$ cat src/design/bks_pkg.sv
// ----------------------------------------------------------------------------
// bks_pkg: shared constants and types of the ball kinematics step
// register indexes, reset values, request and result payload types
// ----------------------------------------------------------------------------
`default_nettype none
package bks_pkg;
	localparam int unsigned CfgIdxW = 3;
	localparam int unsigned CfgDataW = 32;

	localparam logic [CfgIdxW-1:0] REG_FORCE = 3'd0;
	localparam logic [CfgIdxW-1:0] REG_MASS = 3'd1;
	localparam logic [CfgIdxW-1:0] REG_ELAST = 3'd2;
	localparam logic [CfgIdxW-1:0] REG_FRICTION = 3'd3;
	localparam logic [CfgIdxW-1:0] REG_RADIUS = 3'd4;
	localparam logic [CfgIdxW-1:0] REG_BOUND_X = 3'd5;
	localparam logic [CfgIdxW-1:0] REG_BOUND_Y = 3'd6;
	localparam logic [CfgIdxW-1:0] REG_STEP_TIME = 3'd7;

	localparam logic [30:0] RST_FORCE = 31'd655360000;
	localparam logic [30:0] RST_MASS = 31'd65536000;
	localparam logic [16:0] RST_ELAST = 17'd0;
	localparam logic [30:0] RST_FRICTION = 31'd3277;
	localparam logic [30:0] RST_RADIUS = 31'd1966080;
	localparam logic [14:0] RST_BOUND_X = 15'd1500;
	localparam logic [14:0] RST_BOUND_Y = 15'd900;
	localparam logic [31:0] RST_STEP_TIME = 32'd29826162;
	localparam logic signed [31:0] RST_BALL_X = 32'sd49152000;
	localparam logic signed [31:0] RST_BALL_Y = 32'sd29491200;

	localparam logic [31:0] INV_SQRT2_Q32 = 32'd3037000500;

	typedef struct packed {
		logic key_up;
		logic key_down;
		logic key_left;
		logic key_right;
		logic friction_enable;
	} req_t;

	typedef struct packed {
		logic signed [31:0] pos_x;
		logic signed [31:0] pos_y;
		logic signed [31:0] vel_x;
		logic signed [31:0] vel_y;
		logic friction_shown;
	} rsp_t;

	typedef struct packed {
		logic [30:0] force_cfg;
		logic [30:0] mass;
		logic [16:0] elasticity;
		logic [30:0] friction;
		logic [30:0] radius;
		logic [14:0] bound_x;
		logic [14:0] bound_y;
		logic [31:0] step_time;
	} cfg_t;
endpackage
`default_nettype wire

$ cat src/design/bks_cfg_regs.sv
// ----------------------------------------------------------------------------
// bks_cfg_regs: configuration register file
// write-only registers, masked to their widths
// ----------------------------------------------------------------------------
`default_nettype none
module bks_cfg_regs (
	input wire logic clk,
	input wire logic arst_n,
	input wire logic cfg_we,
	input wire logic [bks_pkg::CfgIdxW-1:0] cfg_idx,
	input wire logic [bks_pkg::CfgDataW-1:0] cfg_wdata,
	output bks_pkg::cfg_t cfg
);
	bks_pkg::cfg_t cfg_q;
	assign cfg = cfg_q;

	always_ff @(posedge clk or negedge arst_n) begin
		if (!arst_n) begin
			cfg_q.force_cfg <= bks_pkg::RST_FORCE;
			cfg_q.mass <= bks_pkg::RST_MASS;
			cfg_q.elasticity <= bks_pkg::RST_ELAST;
			cfg_q.friction <= bks_pkg::RST_FRICTION;
			cfg_q.radius <= bks_pkg::RST_RADIUS;
			cfg_q.bound_x <= bks_pkg::RST_BOUND_X;
			cfg_q.bound_y <= bks_pkg::RST_BOUND_Y;
			cfg_q.step_time <= bks_pkg::RST_STEP_TIME;
		end else if (cfg_we) begin
			case (cfg_idx)
				bks_pkg::REG_FORCE: cfg_q.force_cfg <= cfg_wdata[30:0];
				bks_pkg::REG_MASS: cfg_q.mass <= cfg_wdata[30:0];
				bks_pkg::REG_ELAST: cfg_q.elasticity <= cfg_wdata[16:0];
				bks_pkg::REG_FRICTION: cfg_q.friction <= cfg_wdata[30:0];
				bks_pkg::REG_RADIUS: cfg_q.radius <= cfg_wdata[30:0];
				bks_pkg::REG_BOUND_X: cfg_q.bound_x <= cfg_wdata[14:0];
				bks_pkg::REG_BOUND_Y: cfg_q.bound_y <= cfg_wdata[14:0];
				bks_pkg::REG_STEP_TIME: cfg_q.step_time <= cfg_wdata;
				default: ;
			endcase
		end
	end
endmodule
`default_nettype wire

$ cat config.mk
export PLATFORM = sky130hd
export DESIGN_NAME = bks_cfg_regs
export DESIGN_NICKNAME = d
export VERILOG_FILES = /design/src/design/bks_pkg.sv /design/src/design/bks_cfg_regs.sv
export SDC_FILE = /design/constraint.sdc
export NUM_CORES = 1
export LEC_CHECK = 0
export ABC_AREA = 0
export BUFFER_PORTS_ARGS = -buffer_cell sky130_fd_sc_hd__clkbuf_2
export CORE_MARGIN = 2
export CORE_UTILIZATION = 40
export CTS_BUF_LIST = sky130_fd_sc_hd__clkbuf_8
export CTS_CLUSTER_DIAMETER = 80
export DETAILED_ROUTE_END_ITERATION = 16
export GPL_TIMING_DRIVEN = 0
export PLACE_DENSITY = 0.73
export SLEW_MARGIN = 20
export SYNTH_ARGS = -nofsm -noshare
export SYNTH_HDL_FRONTEND = slang
export SYNTH_SLANG_ARGS = --single-unit
$ cat constraint.sdc
create_clock -name clk -period 1.4 [get_ports clk]
set_input_delay 0.07 -clock clk [delete_from_list [all_inputs] [get_ports clk]]
set_output_delay 0.07 -clock clk [all_outputs]
set_load 0.05 [all_outputs]
Word level (Yosys, flattened, before mapping)
Cells that the tools add are included.

storage, ports and cells
  register bits = 203

operators by class
  eq/ne operators = 7
  reduce and logical (&&, ||, !) cells = 9

operators with widths
  operator                                              number
  AND reduction 2 bit                                   8
  equality test 3 bit (second input constant)           4
  equality test 3 x 2 -> 1 bit (second input constant)  2
  equality test 3 x 1 -> 1 bit (second input constant)  1
  logical NOT 3 bit                                     1

Depth between registers and ports, before layout
  word-level depth = 2
  gate-level depth with buffers = 5

Worst setup path before layout
Ideal clock, no wire load.

  kind = input port to flip-flop
  start = in cfg_idx[0] in the netlist's numbering
  end = reg cfg_q (netlist bit cfg[172])
  slack = 0.161 ns
  arrival time = 1.111 ns
  stages on the path = 4
  library setup time = 0.127 ns
  data required time = 1.273 ns
  cell sequence = buf_2 -> nor4b_4 -> buf_6 -> mux2_1

between the ends
  cells in the longest elaborated chain, start to end = 2

ends and longest elaborated chain
  what                                  RTL line            RTL
  start: declaration                    bks_cfg_regs.sv:10  input wire logic [bks_pkg::CfgIdxW-1:0] cfg_idx,
  logical NOT 3 bit                     bks_cfg_regs.sv:28  case (cfg_idx)
  AND reduction 2 bit (no source line)  -
  end: declaration                      bks_cfg_regs.sv:14  bks_pkg::cfg_t cfg_q;

Every way passes these cells.
A chain may end at the register's enable or synchronous reset.

Worst setup path in the final report
  start = reg cfg_q (netlist bit cfg[1])
  end = out cfg[1] in the netlist's numbering

RTL lines
  what              RTL line            RTL
  end: declaration  bks_cfg_regs.sv:12  output bks_pkg::cfg_t cfg

No word-level cell between the ends.

==> reports/results.tsv <==
metric	value	unit
Antenna Cells	0	
final setup TNS	0	ns
vias in the first global route	5484	
Compound-Gate Fraction of Synth Area	0	%
Avg Inst Size Synth	17.7	sq um
first-pass iteration count of the detailed router	4	
syn nets	475	
wire length per cell	18.7	microns
WL final	19300	microns
Fin. Hold Viols	0	
max cap viols	0	
Data arrival, critical path	1.28	ns
measured slew at the worst slew-check pin	0.458	ns
top cells by area, synth	dfrtp_1 51%, mux2_2 23%, dfstp_2 16%	
Initial Util	41.1	%
final max-slew violation count	0	
initial antenna violation count	0	
largest net degree at the start of global routing	92	
antenna-violating nets left	0	
post-detail-place hpwl	13100	microns
first-pass GRT wire length	30200	microns
# setup viols final	0	
crit-path cells	clkbuf_2	
CTS max path bufs	3	
post-synthesis xor/xnor area fraction	0	%
Hold Crit Class	in2reg	
worst-path maximum fanout	2	
mapped cell area	0.00773	sq mm
Synth warnings	0	
FFs w/ async S/R, synth	100	%
Yosys top cell area share	50.8	%
DIE HEIGHT	143	microns
top cells by count, synth	157 x dfrtp_1, 156 x mux2_2, 46 x dfstp_2	
most used flip-flop cell after synthesis	dfrtp_1	
CORE AREA	0.0188	sq mm
Die Width	143	microns
clk sink count	203	
Seq/Total Area, Yosys	66.4	%
Vias	4898	
run status	complete, no violations	
Post-synth EDFFs	0	
fin crit period	1.35	ns
WHS	0.0529	ns
# IOs	241	
Power Total	0.0210	W
area leader, netlist	dfrtp_1	
Final period util	96.6	%
Setup CP Type	reg2out	
Tot GR Track Use	19.1	%
final core utilization	55.2	%
Max rail drop VDD	1.25	mV
RD Place Congestion	0.744	
number of flip-flops in the largest register	203	
RSZ-0062 raised after global routing	false	
CP delay by family, top	flip-flops	
proportion of synthesized area in mux cells	29.8	%
1st-iter DRT viols	107	
Slew HR	69.5	%
row cnt	50	
CTS H-tree lvls	2	
Worst Path Required	1.33	ns
Synth cell types	15	
crit end category	output port	
proportion of layout cells with a drive suffix above 1	67.1	%
Die Area	0.0205	sq mm
PD cells	2020	mW/mm^2
Leak	4.97	nW
clock latency on the worst-skew pair	0.49	ns
CTS tree	done	
adder-cell area share of the yosys netlist	0	%
Buf/Inv on CP	1	
crit start category	flop	
post-synthesis simple-gate area fraction	1.49	%
most frequent cell after synthesis	dfrtp_1	
root buf cell	clkbuf_8	
net count reported at finish	783	
#FFs+latches synth	203	
port bufs	236	
Reg clk slew, reported paths	0.06	ns
Worst path slowest cell	dfstp_2	
clock skew	0	ns
CTS Buf Count	34	
Vias/cell	4.76	
Post CTS Setup Buffer Count	0	
Max Fclk	739	MHz
grt ovf	0	
max incr delay on CP	0.53	ns
largest family of logic cells by synthesized area	multiplexers	
Area growth syn-to-layout	34.3	%
Gate Count Post-Synth	437	
drt drc	0	
==> cells in the final DEF, fill, tap and decap left out, types with 2 or more instances in the layout <==
master,count
mux2_1,41
clkbuf_4,33
dfstp_2,46
clkbuf_8,44
mux2_4,6
and4bb_2,2
dfrtp_1,157
buf_16,2
dlygate4sd3_1,34
buf_6,7
buf_4,7
buf_2,19
inv_1,18
clkbuf_2,192
mux2_2,156
==> cell type report <==
type	instances	area, sq um
clock buffer	43	592
buffer	23	174
sequential	203	5140
clock inverter	18	67.6
tap	260	325
fill	1548	8440
timing repair buffer	272	1670
multi-input combinational	211	2420
==> power by group <==
group | internal, W | switching, W | leakage (nW) | total (W)
Sequential | 0.00738 | 0.000702 | 2.37 | 0.00808
Clock | 0.00275 | 0.00224 | 0.405 | 0.00498
Combinational | 0.00202 | 0.00593 | 2.20 | 0.00795
Total | 0.0121 | 0.00887 | 4.97 | 0.0210
==> timing repair <==
action / in CTS / in global routing
hold buffers: 34 / 0
gates resized for setup: 21 / 36
hold endpoints to repair: 317 / 0
endpoints found under the setup margin: 21 / 23
==> per-stage QoR <==
step	setup WS, ns	cells	cell area (sq um)
after floorplan	0.161	437	7730
after global placement	-3.18	933	9240
after detailed placement	-0.0525	935	9310
after CTS	0.000828	1030	10400
after global routing	0.000121	1030	10400
final	0.0476	1030	10400
==> path summary, 6_finish.rpt <==
path,startpoint,endpoint,slack [ns],depth (start not counted)
max,cfg[1],cfg[1],0.05,1
min,cfg_idx[1],cfg[32],0.05,3
max reg2reg,cfg[113],cfg[113],0.59,1
min reg2reg,cfg[180],cfg[180],0.48,1
max in group asynchronous,arst_n,cfg[96],0.17,4
min in group asynchronous,arst_n,cfg[189],0.07,2
==> layer usage <==
layer	track usage (%)	part of all wire [%]	wire, microns
met2	33.3	50	9710
met5	0	0	0
met3	6.47	7.3	1410
met1	22.5	41	7870
met4	5.16	1.4	276
==> cell families after synthesis <==
logic type             Yosys count
muxes                          203
buffers and inverters           23
and+or+nand+nor                  8
DFF                            203
No activity file was read; power rests on OpenSTA's default activity.
